==> config.mk <==
export PLATFORM = sky130hd
export DESIGN_NAME = pcvf_div
export DESIGN_NICKNAME = d
export VERILOG_FILES = /design/src/rtl/pcvf_pkg.sv /design/src/rtl/pcvf_div.sv
export SDC_FILE = /design/constraint.sdc
export NUM_CORES = 2
export LEC_CHECK = 0
export ABC_CLOCK_PERIOD_IN_PS = 13950
export BUFFER_PORTS_ARGS = -buffer_cell sky130_fd_sc_hd__buf_4
export CAP_MARGIN = 20
export CORE_MARGIN = 2
export CORE_UTILIZATION = 32
export DETAILED_ROUTE_END_ITERATION = 10
export SYNTH_ARGS = -nofsm -noshare
export SYNTH_HDL_FRONTEND = slang
export SYNTH_SLANG_ARGS = --single-unit
==> constraint.sdc <==
create_clock -name clk -period 13.95 [get_ports clk]
set_input_delay 2.0925 -clock clk [delete_from_list [all_inputs] [get_ports clk]]
set_output_delay 2.0925 -clock clk [all_outputs]
set_load 0.01 [all_outputs]
==> src/rtl/pcvf_pkg.sv <==
// ----------------------------------------------------------------------------
// pcvf_pkg
// Shared widths, constants and types of the plane-cut volume fraction core.
// ----------------------------------------------------------------------------
package pcvf_pkg;

    localparam int FRAC_BITS = 16;
    localparam int NRM_W     = 18;
    localparam int OFS_W     = 19;
    localparam int OUT_W     = 17;

    // Bias of 1e-4, rounded up to a whole fraction unit.
    localparam int EPS_UNITS = ((1 << FRAC_BITS) + 9999) / 10000;

    localparam int ALPHA_W = OFS_W + 2;       // folded offset, signed
    localparam int SUM_W   = NRM_W + 2;       // sum of three magnitudes
    localparam int NB_W    = NRM_W;           // biased magnitude
    localparam int BASE_W  = NRM_W + 1;       // cube operands, below the sum
    localparam int SQ_W    = 2 * BASE_W;
    localparam int CUBE_W  = 3 * BASE_W;
    localparam int NUM_W   = CUBE_W + 3;      // signed numerator
    localparam int PROD_W  = 3 * NB_W;
    localparam int DEN_W   = PROD_W + 3;      // six times the product
    localparam int Q_W     = FRAC_BITS + 1;   // quotient with a rounding bit
    localparam int RES_W   = (Q_W > OUT_W) ? Q_W : OUT_W;

    localparam logic [RES_W-1:0] ONE = RES_W'(1) << FRAC_BITS;

    typedef enum logic [1:0] {
        CLS_ZERO,
        CLS_ONE,
        CLS_CALC
    } cls_t;

    typedef struct packed {
        cls_t                        cls;
        logic [6:0][BASE_W-1:0]      base;
        logic [2*NB_W-1:0]           nb01;
        logic [NB_W-1:0]             nb2;
    } prep_t;

    typedef struct packed {
        cls_t               cls;
        logic [DEN_W-1:0]   rem;
        logic [DEN_W-1:0]   den;
    } div_in_t;

endpackage

==> src/rtl/pcvf_div.sv <==
// ----------------------------------------------------------------------------
// pcvf_div
// Restoring division pipeline, one quotient bit per stage, followed by
// round-to-nearest and selection of the empty and full results.
// ----------------------------------------------------------------------------
module pcvf_div
    import pcvf_pkg::*;
(
    input  logic              clk,
    input  logic              rst_n,
    input  logic              in_valid,
    output logic              in_ready,
    input  div_in_t           in_data,
    output logic              out_valid,
    input  logic              out_ready,
    output logic [OUT_W-1:0]  volume_fraction
);

    localparam int NS = Q_W + 1;

    logic [NS-1:0] v_reg;
    logic [NS-1:0] en;

    cls_t                        cls_reg [Q_W];
    logic [Q_W-1:0][DEN_W-1:0]   rem_reg;
    logic [Q_W-1:0][DEN_W-1:0]   den_reg;
    logic [Q_W-1:0][Q_W-1:0]     q_reg;

    logic [Q_W-1:0][DEN_W-1:0]   rem_next;
    logic [Q_W-1:0][Q_W-1:0]     q_next;
    logic [DEN_W:0]              t;
    logic [DEN_W-1:0]            src_rem;
    logic [DEN_W-1:0]            src_den;
    logic [Q_W-1:0]              src_q;

    logic [Q_W:0]                rnd;
    logic [RES_W-1:0]            res;
    logic [RES_W-1:0]            res_reg;

    always_comb
    begin
        en[NS-1] = !v_reg[NS-1] || out_ready;
        for (int k = NS - 2; k >= 0; k--)
        begin
            en[k] = !v_reg[k] || en[k+1];
        end
    end

    assign in_ready        = en[0];
    assign out_valid       = v_reg[NS-1];
    assign volume_fraction = res_reg[OUT_W-1:0];

    always_ff @(posedge clk or negedge rst_n)
    begin
        if (!rst_n)
        begin
            v_reg <= '0;
        end
        else
        begin
            if (en[0])
            begin
                v_reg[0] <= in_valid;
            end
            for (int k = 1; k < NS; k++)
            begin
                if (en[k])
                begin
                    v_reg[k] <= v_reg[k-1];
                end
            end
        end
    end

    // Each stage doubles the remainder and subtracts the divisor where it fits.
    always_comb
    begin
        t       = '0;
        src_rem = '0;
        src_den = '0;
        src_q   = '0;
        for (int k = 0; k < Q_W; k++)
        begin
            if (k == 0)
            begin
                src_rem = in_data.rem;
                src_den = in_data.den;
                src_q   = '0;
            end
            else
            begin
                src_rem = rem_reg[k-1];
                src_den = den_reg[k-1];
                src_q   = q_reg[k-1];
            end
            t = {src_rem, 1'b0};
            if (t >= {1'b0, src_den})
            begin
                t           = t - {1'b0, src_den};
                q_next[k]   = {src_q[Q_W-2:0], 1'b1};
            end
            else
            begin
                q_next[k]   = {src_q[Q_W-2:0], 1'b0};
            end
            rem_next[k] = t[DEN_W-1:0];
        end
    end

    always_ff @(posedge clk)
    begin
        for (int k = 0; k < Q_W; k++)
        begin
            if (en[k])
            begin
                cls_reg[k] <= (k == 0) ? in_data.cls : cls_reg[(k == 0) ? 0 : k - 1];
                den_reg[k] <= (k == 0) ? in_data.den : den_reg[(k == 0) ? 0 : k - 1];
                rem_reg[k] <= rem_next[k];
                q_reg[k]   <= q_next[k];
            end
        end
        if (en[NS-1])
        begin
            res_reg <= res;
        end
    end

    always_comb
    begin
        rnd = ({1'b0, q_reg[Q_W-1]} + (Q_W+1)'(1)) >> 1;
        res = RES_W'(rnd);
        if (res > ONE)
        begin
            res = ONE;
        end
        case (cls_reg[Q_W-1])
            CLS_ZERO: res = '0;
            CLS_ONE:  res = ONE;
            default:  ;
        endcase
    end

endmodule

Yosys cells after proc, flatten, opt, wreduce, memory -nomap -nowiden:

Memory sizes are Yosys's and may differ from the RTL's.
Cells that the tools add are included.

* register bits after elaboration: 2012
* memory bits (writable): 34
* bits in latches: 0
* output and inout bits: 19
* ROM bits: 0
* memories: 1
* input bits: 120

Memory list
* cls_reg: depth 17, bits a word 2, rd ports 17, clocked after Yosys merged registers in 0, write ports 17, RTL line pcvf_div.sv:24 `cls_t cls_reg [Q_W];`

* equality and inequality tests: 1
* add/subtract/negate cells: 17
* muxes and demuxes: 69
* multipliers: 0
* order comparisons: 18
* div/mod/pow operators: 0
* bitwise operators: 0
* reduce and logical (&&, ||, !) cells: 37
* shift-type cells: 0

Operators with widths (count)
* 58-bit by 57-bit >= comparator with 1-bit output: 17
* 57-bit two-way mux: 16
* 57-bit subtractor: 16
* 1-bit two-way mux: 51
* 17-bit one-hot mux with 2 select lines: 1
* 17-bit by 1-bit adder with 18-bit output (second input constant): 1
* 1-bit zero test: 18
* 1-bit logical OR: 18
* 17-bit > comparator (second input constant): 1
* 17-bit two-way mux: 1
* 2-bit by 1-bit equality test with 1-bit output (second input constant): 1
* 2-bit zero test: 1

Logic depth before layout (Yosys ltp):

* depth after elaboration: 21
* depth in mapped cells: 18

Least setup slack after synthesis:

Ideal clock, no wire load.

* path kind: input to output
* from: input out_ready
* to: output in_ready
* data required time: 11858 ps
* stages: 11
* arrival time: 10491 ps
* path slack: 1366 ps
* path buffers: 0
* cells stage by stage: nor2b_1 nand2_1 nor2_1 and2_1 and3_1 and3_1 and3_1 and2_1 nand3_1 nor2_1 nand3_1

* word-level cells in the longest chain between the ends: 18

RTL lines
* from (decl): RTL line pcvf_div.sv:15 `input logic out_ready,`
* 1-bit logical OR: RTL line pcvf_div.sv:42 `en[NS-1] = !v_reg[NS-1] || out_ready;`
* 1-bit logical OR: RTL line pcvf_div.sv:45 `en[k] = !v_reg[k] || en[k+1];`
* net en[16]: RTL line pcvf_div.sv:22 `logic [NS-1:0] en;`
* 1-bit logical OR (13 in a row): RTL line pcvf_div.sv:45
* net en[3]: RTL line pcvf_div.sv:22
* 1-bit logical OR (3 in a row): RTL line pcvf_div.sv:45
* to (decl): RTL line pcvf_div.sv:12 `output logic in_ready,`

The timed path passes the listed nets, and every way through them passes these cells.

Worst setup path after layout:

Ends and elaborated chain as after synthesis.

==> reports/results.tsv <==
stage	metric	value	unit
worst_setup_path	regToRegSetupSlack	7600	ps
floorplanning	rows	231	
final_layout	synthToLayoutAreaGrowth	11.0	%
power_and_ir_drop	power_frac_clock	0.168	
synth	syn-num-nets	13700	
power_and_ir_drop	p_seq_frac	0.317	
power_and_ir_drop	sw_frac_of_total	0.406	
clocking	cts_setup_buffers	0	
sta	hold_viol	0	
worst_setup_path	crit_required	11860	ps
sta	max_freq	109	MHz
synth	yosysWarnings	0	
sta	min_period_over_period	0.655	
synth	syn_area	0.127	mm^2
sta	finalSetupTns	0	ps
sta	clock_skew	70.1	ps
place	portBuffers	138	
routing	drt_iter0_drc	5211	
worst_setup_path	critical_path_arrival	7050	ps
synth	synth.avg_cell_area	10.1	um^2
clocking	cts_buffer_depth	4	
grt	track_usage	0.142	
clocking	clk_pin_slew	60	ps
grt	grt_max_degree	93	
routing	drc	0	
sta	worst_slack	4810	ps
synth	synth_edf_count	2028	
floorplanning	initial_core_util	0.321	
worst_setup_path	worstSetupEndpointType	output pin	
grt	antenna_found_initial	5	
clocking	cts-root-buf	clkbuf_16	
floorplanning	dieHeight	633	um
final_layout	multiInputGateArea	0.0590	mm^2
synth	netlist_instances	12600	
worst_hold_path	hold_path.class	reg2reg	
grt	grt_pass1_vias	87000	
clocking	clk_latency	910	ps
power_and_ir_drop	p_int	20.9	mW
synth	ys_ff_latch	2046	
final_layout	seq_area	0.0613	mm^2
sta	maxSlewHeadroom	0.238	
final_layout	final.fill_count	39500	
sta	fin_crit	9140	ps
job	cap_violations	0	
floorplanning	dieArea	0.401	mm^2
synth	synth-seq-area-share	0.484	
routing	antenna_left	0	
routing	first_pass_iters	6	
synth	ys.flop_type	edfxtp_1	
final_layout	nNetsFinal	13700	
clocking	post_cts_hold_buffer_count	0	
power_and_ir_drop	p_leak	58.6	nW
power_and_ir_drop	powerDensity	250	mW/mm^2
routing	via_per_inst	4.93	
place	dp_cells	17600	
clocking	h-tree-depth	4	
clocking	cts_tree	yes	
sta	rsz0062_at_grt	false	
final_layout	stdcell_area	0.141	mm^2
final_layout	layout-drive-gt1-share	0.0627	
place	place_ws	4650	ps
routing	num_vias	88800	
final_layout	final_cell_count_no_fill	18000	
sta	slew_viol_final	0	
grt	grt_first_pass_wirelength	462000	um
floorplanning	core_area	0.395	mm^2
floorplanning	die_w	633	um
worst_setup_path	critical_path.max_fanout	50	
power_and_ir_drop	p_sw	14.3	mW
place	gp_congestion	0.939	
clocking	numCtsBuffers	223	
synth	synthArstFlopShare	0.00880	
worst_setup_path	path_class	in2out	
routing	wirelength	293000	um
place	hpwl	231000	um
place	dpl_cell_area	0.133	mm^2
synth	synth_cell_types	93	
sta	worst_pin_slew	1130	ps
power_and_ir_drop	ir_worst_vdd	0.153	mV
clocking	cts_resized	0	
power_and_ir_drop	pwr-share-comb	0.515	
clocking	clock-sinks	2046	
floorplanning	ios	139	
grt	grt.overflow.total	0	
routing	wire_per_inst	16.3	um
outcome	status	completed	
sta	finalSetupViolCount	0	
worst_setup_path	cp-start-kind	primary input	
[placed cells by master (no fill, tap or decap), types with 100 or more instances in the layout]
| cell | netlist | routed |
|---|---|---|
| buf_4 | 3 | 210 |
| and3_1 | 100 | 100 |
| clkbuf_16 | 0 | 226 |
| o21ai_0 | 928 | 927 |
| inv_1 | 1258 | 1251 |
| nor3_1 | 131 | 131 |
| a21o_1 | 522 | 522 |
| nor2b_1 | 123 | 123 |
| xor2_1 | 339 | 339 |
| a21oi_1 | 1337 | 1334 |
| mux2_2 | 142 | 142 |
| nand2_1 | 1095 | 1090 |
| o21bai_1 | 157 | 157 |
| nand2b_1 | 126 | 126 |
| nor2_1 | 800 | 800 |
| edfxtp_1 | 2028 | 2028 |
| xnor2_1 | 488 | 488 |
| ha_1 | 969 | 969 |
| nand3_1 | 232 | 229 |
| nand4_1 | 221 | 221 |
[routing by layer]
metal | GRT usage | vias to the layer above | routed length (um)
met2 | 0.240 | 1774 | 135000
met1 | 0.177 | 40800 | 131000
met5 | 0 | - | 0
met3 | 0.0149 | 621 | 9470
li1 | - | 45600 | -
met4 | 0.0775 | 0 | 17900
[power by group through the flow]
stage	registers, mW	clock network (mW)	logic [mW]
3_3_place_gp	11.3	0	17.8
3_5_place_dp	11.3	0	17.9
5_1_grt	11.4	6.33	20.2
4_1_cts	11.2	6.10	18.0
6_report	11.2	5.91	18.1
2_1_floorplan	10.8	0	14.0
[cell type report]
type                    instances  share of cell area
diodes                         17            0.000303
multi-input cells            8815               0.419
clock inverters               131              0.0107
flip-flops and latches       2046               0.436
clock buffers                 270              0.0415
well taps                    5242              0.0466
repair buffers                212              0.0113
inverters                    1261              0.0338
[critical path, stage by stage]
cell	delay, ps
buf_4	110
nor2b_1	370
nand2_1	630
nor2_1	450
and2_1	320
and3_1	340
and3_1	350
and3_1	300
and2_1	390
nand3_4	560
nor2_1	720
nand3_4	160
buf_4	210
[final timing paths]
kind / to / depth (start not counted) / from
setup / recovery: in_ready / 13 / out_ready
hold / removal: q_reg[143]$_DFFE_PP_ / 0 / q_reg[125]$_DFFE_PP_
setup reg to reg: den_reg[15]$_DFFE_PP_ / 13 / v_reg[17]$_DFFE_PN0P_
hold reg to reg: q_reg[143]$_DFFE_PP_ / 0 / q_reg[125]$_DFFE_PP_
max in group asynchronous: v_reg[8]$_DFFE_PN0P_ / 1 / rst_n
min in group asynchronous: v_reg[12]$_DFFE_PN0P_ / 1 / rst_n
[kinds of logic after synthesis]
kind of cell,share of synthesized area
muxes,0.0144
and+or+nand+nor,0.114
AOI/OAI and AO/OA,0.180
adders and majority gates,0.0983
xor gates and xnor gates,0.0572
DFF,0.484
buffers and inverters,0.0517
[through the flow]
stage / power [mW] / hold slack, ps / utilization
5_1_grt: 38.0 / 378 / 0.356
3_5_place_dp: 29.2 / 405 / 0.337
6_report: 35.2 / 361 / 0.356
4_1_cts: 35.3 / 362 / 0.356
3_3_place_gp: 29.1 / 404 / 0.337
2_1_floorplan: 24.8 / 400 / -
[synthesized netlist by cell type (all sizes together), types with 17 or more instances]
cell type / instances / share of area
edfxtp: 2028 / 0.48
a21oi: 1340 / 0.053
inv: 1261 / 0.037
nand2: 1095 / 0.032
ha: 969 / 0.096
o21ai: 939 / 0.037
nor2: 800 / 0.024
a21o: 522 / 0.031
xnor2: 488 / 0.034
clkbuf: 380 / 0.011
xor2: 339 / 0.023
nand3: 232 / 0.0092
nand4: 221 / 0.011
o21bai: 157 / 0.0093
mux2: 149 / 0.013
nor3: 131 / 0.0052
nand2b: 126 / 0.0062
nor2b: 123 / 0.0061
a31oi: 100 / 0.0050
and3: 100 / 0.0049
o21a: 92 / 0.0055
o31ai: 85 / 0.0050
a211oi: 79 / 0.0047
buf: 74 / 0.0031
and2: 59 / 0.0029
o211ai: 47 / 0.0028
nor4: 42 / 0.0021
a221oi: 38 / 0.0027
or2: 38 / 0.0019
or3: 34 / 0.0017
a21boi: 32 / 0.0019
o31a: 31 / 0.0021
a2111oi: 26 / 0.0020
a31o: 25 / 0.0017
and4: 25 / 0.0017
a211o: 22 / 0.0015
nor3b: 21 / 0.0012
dfrtp: 18 / 0.0036
o2111ai: 18 / 0.0012
a41oi: 17 / 0.0012
No activity file was read; power rests on OpenSTA's default activity.
