--- src/rtl/pcvf_pkg.sv ---
// ----------------------------------------------------------------------------
// pcvf_pkg
// Shared widths, constants and types of the plane-cut volume fraction core.
// ----------------------------------------------------------------------------
package pcvf_pkg;

    localparam int FRAC_BITS = 16;
    localparam int NRM_W     = 18;
    localparam int OFS_W     = 19;
    localparam int OUT_W     = 17;

    // Bias of 1e-4, rounded up to a whole fraction unit.
    localparam int EPS_UNITS = ((1 << FRAC_BITS) + 9999) / 10000;

    localparam int ALPHA_W = OFS_W + 2;       // folded offset, signed
    localparam int SUM_W   = NRM_W + 2;       // sum of three magnitudes
    localparam int NB_W    = NRM_W;           // biased magnitude
    localparam int BASE_W  = NRM_W + 1;       // cube operands, below the sum
    localparam int SQ_W    = 2 * BASE_W;
    localparam int CUBE_W  = 3 * BASE_W;
    localparam int NUM_W   = CUBE_W + 3;      // signed numerator
    localparam int PROD_W  = 3 * NB_W;
    localparam int DEN_W   = PROD_W + 3;      // six times the product
    localparam int Q_W     = FRAC_BITS + 1;   // quotient with a rounding bit
    localparam int RES_W   = (Q_W > OUT_W) ? Q_W : OUT_W;

    localparam logic [RES_W-1:0] ONE = RES_W'(1) << FRAC_BITS;

    typedef enum logic [1:0] {
        CLS_ZERO,
        CLS_ONE,
        CLS_CALC
    } cls_t;

    typedef struct packed {
        cls_t                        cls;
        logic [6:0][BASE_W-1:0]      base;
        logic [2*NB_W-1:0]           nb01;
        logic [NB_W-1:0]             nb2;
    } prep_t;

    typedef struct packed {
        cls_t               cls;
        logic [DEN_W-1:0]   rem;
        logic [DEN_W-1:0]   den;
    } div_in_t;

endpackage

--- src/rtl/pcvf_prep.sv ---
// ----------------------------------------------------------------------------
// pcvf_prep
// Folds the normal into the positive octant, classifies empty and full cells
// and forms the seven cube operands and the first denominator product.
// ----------------------------------------------------------------------------
module pcvf_prep
    import pcvf_pkg::*;
(
    input  logic                     clk,
    input  logic                     rst_n,
    input  logic                     in_valid,
    output logic                     in_ready,
    input  logic signed [NRM_W-1:0]  normal_x,
    input  logic signed [NRM_W-1:0]  normal_y,
    input  logic signed [NRM_W-1:0]  normal_z,
    input  logic signed [OFS_W-1:0]  plane_offset,
    output logic                     out_valid,
    input  logic                     out_ready,
    output prep_t                    out_data
);

    logic [1:0] v_reg;
    logic [1:0] en;

    logic signed [NRM_W-1:0]   nrm [3];
    logic signed [ALPHA_W-1:0] nw;
    logic signed [ALPHA_W-1:0] alpha;
    logic [SUM_W-1:0]          s;
    logic [NB_W-1:0]           mag [3];
    cls_t                      cls_a;

    cls_t                      a_cls_reg;
    logic [BASE_W-1:0]         a_alpha_reg;
    logic [2:0][NB_W-1:0]      a_nb_reg;

    logic [SUM_W-1:0]          sb;
    logic signed [ALPHA_W-1:0] as_v;
    logic signed [ALPHA_W-1:0] dv;
    logic signed [ALPHA_W-1:0] ev;
    prep_t                     b_next;
    prep_t                     b_reg;

    always_comb
    begin
        en[1] = !v_reg[1] || out_ready;
        en[0] = !v_reg[0] || en[1];
    end

    assign in_ready  = en[0];
    assign out_valid = v_reg[1];
    assign out_data  = b_reg;

    always_ff @(posedge clk or negedge rst_n)
    begin
        if (!rst_n)
        begin
            v_reg <= '0;
        end
        else
        begin
            if (en[0])
            begin
                v_reg[0] <= in_valid;
            end
            if (en[1])
            begin
                v_reg[1] <= v_reg[0];
            end
        end
    end

    // Stage A: fold negative components into the offset.
    always_comb
    begin
        nrm[0] = normal_x;
        nrm[1] = normal_y;
        nrm[2] = normal_z;
        alpha  = ALPHA_W'(plane_offset);
        s      = '0;
        nw     = '0;
        for (int i = 0; i < 3; i++)
        begin
            nw = ALPHA_W'(nrm[i]);
            if (nw < 0)
            begin
                alpha = alpha - nw;
                nw    = -nw;
            end
            mag[i] = nw[NB_W-1:0];
            s      = s + SUM_W'(mag[i]);
        end
        if (alpha <= 0)
        begin
            cls_a = CLS_ZERO;
        end
        else if (alpha >= $signed({1'b0, s}))
        begin
            cls_a = CLS_ONE;
        end
        else
        begin
            cls_a = CLS_CALC;
        end
    end

    always_ff @(posedge clk)
    begin
        if (en[0])
        begin
            a_cls_reg   <= cls_a;
            a_alpha_reg <= alpha[BASE_W-1:0];
            for (int i = 0; i < 3; i++)
            begin
                a_nb_reg[i] <= mag[i] + NB_W'(EPS_UNITS);
            end
        end
    end

    // Stage B: positive parts of the inclusion-exclusion terms.
    always_comb
    begin
        sb   = SUM_W'(a_nb_reg[0]) + SUM_W'(a_nb_reg[1]) + SUM_W'(a_nb_reg[2]);
        as_v = $signed(ALPHA_W'(a_alpha_reg));
        dv   = '0;
        ev   = '0;
        b_next.cls     = a_cls_reg;
        b_next.base[0] = a_alpha_reg;
        for (int i = 0; i < 3; i++)
        begin
            dv = as_v - $signed(ALPHA_W'(a_nb_reg[i]));
            ev = as_v - $signed(ALPHA_W'(sb)) + $signed(ALPHA_W'(a_nb_reg[i]));
            b_next.base[1+i] = (dv > 0) ? dv[BASE_W-1:0] : '0;
            b_next.base[4+i] = (ev > 0) ? ev[BASE_W-1:0] : '0;
        end
        b_next.nb01 = (2*NB_W)'(a_nb_reg[0]) * (2*NB_W)'(a_nb_reg[1]);
        b_next.nb2  = a_nb_reg[2];
    end

    always_ff @(posedge clk)
    begin
        if (en[1])
        begin
            b_reg <= b_next;
        end
    end

endmodule

--- config.mk ---
export PLATFORM = sky130hd
export DESIGN_NAME = pcvf_prep
export DESIGN_NICKNAME = d
export VERILOG_FILES = /design/src/rtl/pcvf_pkg.sv /design/src/rtl/pcvf_prep.sv
export SDC_FILE = /design/constraint.sdc
export NUM_CORES = 2
export LEC_CHECK = 0
export ABC_AREA = 1
export BUFFER_PORTS_ARGS = -buffer_cell sky130_fd_sc_hd__clkbuf_2
export CORE_MARGIN = 5
export CORE_UTILIZATION = 55
export CTS_CLUSTER_SIZE = 8
export DETAILED_ROUTE_END_ITERATION = 10
export PLACE_DENSITY = 0.74
export SLEW_MARGIN = 20
export SYNTH_ARGS = -nofsm -noshare
export SYNTH_HDL_FRONTEND = slang
export SYNTH_SLANG_ARGS = --single-unit
--- constraint.sdc ---
create_clock -name clk -period 10.4 [get_ports clk]
set_clock_uncertainty 0.1 [all_clocks]
set_input_delay 1.04 -clock clk [delete_from_list [all_inputs] [get_ports clk]]
set_output_delay 1.04 -clock clk [all_outputs]
set_load 0.05 [all_outputs]
; Yosys cells after proc, flatten, opt, wreduce, memory -nomap -nowiden
; Cells that the tools add are included.
; Widths: inputs -> output; s select.
[word_totals]
register_bits = 266
in_bits = 77
[classes]
addsub = 20
multipliers = 1
n_lt_le_gt_ge = 11
n_mux = 7
n_reduce_logical = 4
[ops]
columns = cell, n
row1 = $sub 19x18->20, 4
row2 = $add 21x19->21, 3
row3 = $gt 21x1->1 const B, 3
row4 = $mux 21, 3
row5 = $gt 20x1->1 const B, 3
row6 = $add 18x3->18 const B, 3
row7 = $lt 18x1->1 const B, 3
row8 = $mux 18, 3
row9 = $neg 18->18, 3
row10 = $sub 21x18->21, 2
row11 = $add 19x18->20, 2
row12 = $add 18x18->19, 2
row13 = $mul 18x18->36, 1
row14 = $ge 21x21->1, 1
row15 = $le 21x1->1 const B, 1
row16 = $sub 19x20->21, 1
row17 = $logic_not 1->1, 2
row18 = $logic_or 1x1->1, 2
row19 = $mux 2, 1

; Depth between registers and ports, before layout
[depth]
depth_word = 8
depth_mapped = 43
depth_no_buf = 43

; Worst setup path after synthesis
; OpenSTA, ideal clock, no wires.
[synth_timing]
kind = input to register
start = input plane_offset[0]
end = register a_cls_reg[0], data pin
setup_ns = 0.258
arrival_time_ns = 5.773
required_time_ns = 10.042
setup_slack_ns = 4.270
cell_stages = 41
n_path_buf = 0
cell_sequence = inv_1 > ha_1 > fa_1 > inv_1 > nand3_1 > nand2_1 > nand2_1 > nand3_1 > nand3_1 > and2_1 > ha_1 > nand2_1 > nor2_1 > and2_1 > nand2_1 > nand3_1 > xor2_1 > nand2_1 > [... 5 more ...] > nor2_1 > nor2_1 > nand2_1 > inv_1 > or2_2 > nand3_1 > nand2_1 > inv_1 > ha_1 > nand2_1 > nor2_1 > or2_2 > a221oi_1 > nand2_1 > nand3_1 > nand3b_1 > a21oi_1 > nor2_1
[synth_via]
elab_chain_cells = 8
word_cells_on_any_way = 9
cone_classes = add/sub: 3 / order compare: 2 / mux: 4
[synth_rtl]
columns = element, line_no
row1 = from (decl), pcvf_prep.sv:16  ; input logic signed [OFS_W-1:0] plane_offset,
row2 = $sub 19x18->20, pcvf_prep.sv:86  ; alpha = alpha - nw;
row3 = $mux 21 (*), pcvf_prep.sv:84  ; if (nw < 0)
row4 = $sub 21x18->21, pcvf_prep.sv:86
row5 = $mux 21 (*), pcvf_prep.sv:84
row6 = $sub 21x18->21, pcvf_prep.sv:86
row7 = $mux 21 (*), pcvf_prep.sv:84
row8 = via alpha[15], pcvf_prep.sv:27  ; logic signed [ALPHA_W-1:0] alpha;
row9 = $ge 21x21->1, pcvf_prep.sv:96  ; else if (alpha >= $signed({1'b0, s}))
row10 = $mux 2, pcvf_prep.sv:96
row11 = to (signal assigned), pcvf_prep.sv:110  ; a_cls_reg <= cls_a;
row12 = to (decl), pcvf_prep.sv:32  ; cls_t a_cls_reg;
; The timed path passes the listed nets; every way through them passes the cells marked *.
; A chain may end at the register's enable or synchronous reset.

; Worst setup path in the final report
[layout_timing]
start = register a_nb_reg[7] (netlist bit)
end = register b_reg (netlist bit out_data[171]), data pin
[layout_via]
elab_chain_cells = 5
[layout_rtl]
columns = element, line_no
row1 = from (decl), pcvf_prep.sv:34  ; logic [2:0][NB_W-1:0] a_nb_reg;
row2 = "from (signal, indexed assignment)", pcvf_prep.sv:114  ; a_nb_reg[i] <= mag[i] + NB_W'(EPS_UNITS);
row3 = $add 18x18->19, pcvf_prep.sv:122  ; sb = SUM_W'(a_nb_reg[0]) + SUM_W'(a_nb_reg[1]) + SUM_W'(a_nb_reg[2]);
row4 = $add 19x18->20, pcvf_prep.sv:122
row5 = $sub 19x20->21, pcvf_prep.sv:131  ; ev = as_v - $signed(ALPHA_W'(sb)) + $signed(ALPHA_W'(a_nb_reg[i]));
row6 = $add 21x19->21, pcvf_prep.sv:131
row7 = $gt 21x1->1, pcvf_prep.sv:133  ; b_next.base[4+i] = (ev > 0) ? ev[BASE_W-1:0] : '0;
row8 = to (signal assigned), pcvf_prep.sv:143  ; b_reg <= b_next;
row9 = to (decl), pcvf_prep.sv:41  ; prep_t b_reg;
; Every way passes these cells.

==> results.txt <==
The maximum fanout encountered on the critical timing path is 21. The initial DRC count was 2798; the number of port buffers was 267. In this run the horizontal extent of the chip is 263 um.

The clock passes through at most 3 buffers. The tools report the number of antenna violations at the first check in global routing as 0. Across all hold checks on the routed design, the worst slack comes to 0.161 ns. The filler cells instantiated in the layout total 5739. The post-route netlist has 9.45% of its cells at a drive strength greater than 1. The worst hold path belongs to the class in -> async. The tools report the count of mapped cells out of synthesis as 4506.

The run gives 0 as the final hold violation count. The capture instance of the worst register-to-register path was out_data[171]. Synthesis produced a netlist with a net count of 5243. From bottom edge to top edge, the die measures 263 um. The required time of the worst setup path is 10.57 ns, and the number of cells on the worst reg-to-reg path is 24. The die covers 69400 um2. The synthesized cell area is 35300 um2.

The global route total overflow is 0. The signal on the critical path passes through fa_1 > inv_1 > fa_1 > ha_1 > nand2_1 > nor3_1 > a21oi_1 > o21ai_0 > a21boi_0 > o21ai_0 > xor2_1 > ha_1 > nand2_1 > nor2_1 > and2_1 > nand4_1 > nand3_1 > nand2_1 > nand2_1 > nand2_1 > xor2_1 > nand4_1 > nand2_2 > nor2_1. The clock buffer count from CTS is 40, and the boundary pin count is 268.

Setup violations remaining at the end of the flow were counted as 0. The routability-driven placement congestion ratio is 1.04. Entering global routing, the biggest net connects 77 pins. The initial utilization of the core area, before any placement, comes to 55.8%.

The tools report the arrival time at the worst endpoint as 7.30 ns. The worst path needs 7.13 ns of the cycle, external delays included. Derived from the worst setup path, the maximum achievable clock frequency is 140 MHz. Row generation in the floorplan step produced 92 rows. Wires add up to 110000 um. Dividing the final minimum period by the clock period gives 68.6%. The depth of the CTS H-tree is 2, and the number of flip-flops under the largest register name is 189. The via density per instance is 5.60. After floorplanning, the core was sized to cover 63300 um2.

Number of nets with antenna violations after routing: 0. Max-cap violations in this run came to 0. In this design, the critical path's most frequently occurring cell is nand2_1. The latest clock arrival within the worst-skew pair is 0.57 ns, and the clock-pin slew reported for the worst setup and hold paths after clock tree synthesis is 0.06 ns. The post-synthesis register bit count is 266. Before antenna repair, the detailed router went through 7 iterations. The number of synthesized flops with an enable pin is 264. Ranked by total cell area, the synthesized netlist is headed by edfxtp_1 22%, fa_1 18%, ha_1 12%, nand2_1 11%, inv_1 9.4%. After synthesis, the most frequently instantiated cells are 1030 x nand2_1, 883 x inv_1, 348 x nor2_1, 340 x ha_1, 320 x fa_1. The share of Yosys cell area claimed by the top area cell type came out at 22.5%.

The dominant register cell in the synthesized netlist was edfxtp_1. The biggest cell delay along the critical path was 1.10 ns. The setup path with the least slack is of type reg -> reg.

The logs give 59 for the count of cell types in the netlist and 0 for the Yosys warning count. The tools report the buffer cell driving the clock tree root as clkbuf_16. Summed over all nets, the half-perimeter wirelength after detailed placement is 88300 um. Summed over all instances, the cell type with the most area after synthesis is edfxtp_1.

The quantity of gates resized following cts came out at 0. At the pin with the least slew margin, the transition time is 1.26 ns. The tools report the reg2reg setup slack as 3.27 ns. The flow ran to the end, and the final reports show no timing, DRC or antenna violations. The capturing element type of the critical path is a flip-flop. Portion of the post-synthesis area used by sequential elements: 22.6%. The number of global-route vias before repair is 31.0k, and the average routed wire per standard cell is 19.7 um. The net total in the final layout was 5484; the count of clock tree sinks was 266. Among all stages on the critical path, the largest delay is contributed by edfxtp_1.

The run gives 0 as the total of hold buffers inserted after clock tree synthesis. Global-route wire length before repair: 172000 um. The total routing resource utilization after global routing is 31.3%, and the count of unresolved DRC violations after routing is 0. The worst pin sits at a relative slew slack of 16.1%. The count of final max-slew check failures was 0. The routed layout has 31.4k vias. Post-CTS timing repair inserted 0 buffers for setup. Startpoint of the worst-slack reg-to-reg timing path: a_nb_reg[7]. The worst setup path is launched from a flip-flop. Setup repair after global routing left no endpoint under its margin.

The most common cell in the synthesized netlist was nand2_1. After synthesis, the share of flip-flops with an asynchronous set or reset is 0.752%. The area growth from synthesis to layout is 9.71%. A synthesized cell averages 7.84 um2. The tools report the setup TNS after final layout as 0 ns. TritonCTS built the clock tree.
layout make-up:
class                      count  area [um2]  share of cell area, %
multi-input combinational   3250       23600                   60.9
sequential                   266        7980                   20.6
inverter                     891        3340                   8.63
timing repair buffer         298        1610                   4.15
clock buffer                  50        1080                   2.79
tap                          846        1060                   2.73
clock inverter                 5        83.8                  0.216
antenna                        2        5.00                 0.0129
worst max path at each step:
| stage | from | to | slack [ns] | cells after the start |
|---|---|---|---|---|
| 6_report | a_nb_reg[7] | out_data[171] | 3.27 | 24 |
| 3_5_place_dp | normal_x[0] | a_cls_reg[0] | 3.15 | 41 |
| 5_1_grt | a_nb_reg[7] | out_data[130] | 2.98 | 23 |
| 4_1_cts | a_nb_reg[26] | out_data[168] | 3.36 | 24 |
| 2_1_floorplan | plane_offset[0] | a_cls_reg[0] | 4.27 | 41 |
| 3_3_place_gp | normal_x[0] | a_cls_reg[0] | 3.21 | 40 |
critical path, delay by kind of cell, from the launching register on:
kind,cells,cell delay (ns)
AO/OA/AOI/OAI,4,0.88
buffers and inverters,1,0.08
AND/OR/NAND/NOR,13,1.93
flip-flops,1,1.10
adder cells (fa/ha/maj),4,1.76
XOR/XNOR,2,0.97
per-stage QoR:
step                area (um2)  std cells  utilization (%)  worst slack [ns]
floorplan                35300       4506                -              4.27
global placement         37500       5546             59.2              3.21
detailed placement       37500       5548             59.3              3.15
CTS                      38700       5603             61.1              3.36
global route             38700       5606             61.2              2.98
finish                   38700       5608             61.2              3.27
cell usage in the layout (no fill, tap or decap), types with 146 or more instances in the layout:
| cell | instances |
|---|---|
| nand2_1 | 1029 |
| inv_1 | 883 |
| nor2_1 | 348 |
| ha_1 | 340 |
| fa_1 | 320 |
| clkbuf_2 | 267 |
| edfxtp_1 | 264 |
| a21oi_1 | 254 |
| nand3_1 | 252 |
| xor2_1 | 146 |
layer usage:
metal | vias to the layer above | global-route usage, % | routed length (um)
met2 | 1481 | 51.4 | 50800
met3 | 328 | 5.19 | 9800
li1 | 14745 | - | -
met5 | - | 0 | 0
met1 | 14852 | 41.0 | 43700
met4 | 0 | 14.2 | 6220
cells by family after synthesis:
family | count (synthesis) | synth area share [%]
buffers and inverters | 990 | 10.7
AOI/OAI and AO/OA | 505 | 7.97
xor gates and xnor gates | 246 | 6.28
adders and majority gates | 660 | 30.2
DFF | 266 | 22.6
and+or+nand+nor | 1839 | 22.3
Power is not shown: default switching activity piles up to over one toggle a cycle in this logic, so the estimate is an artifact.
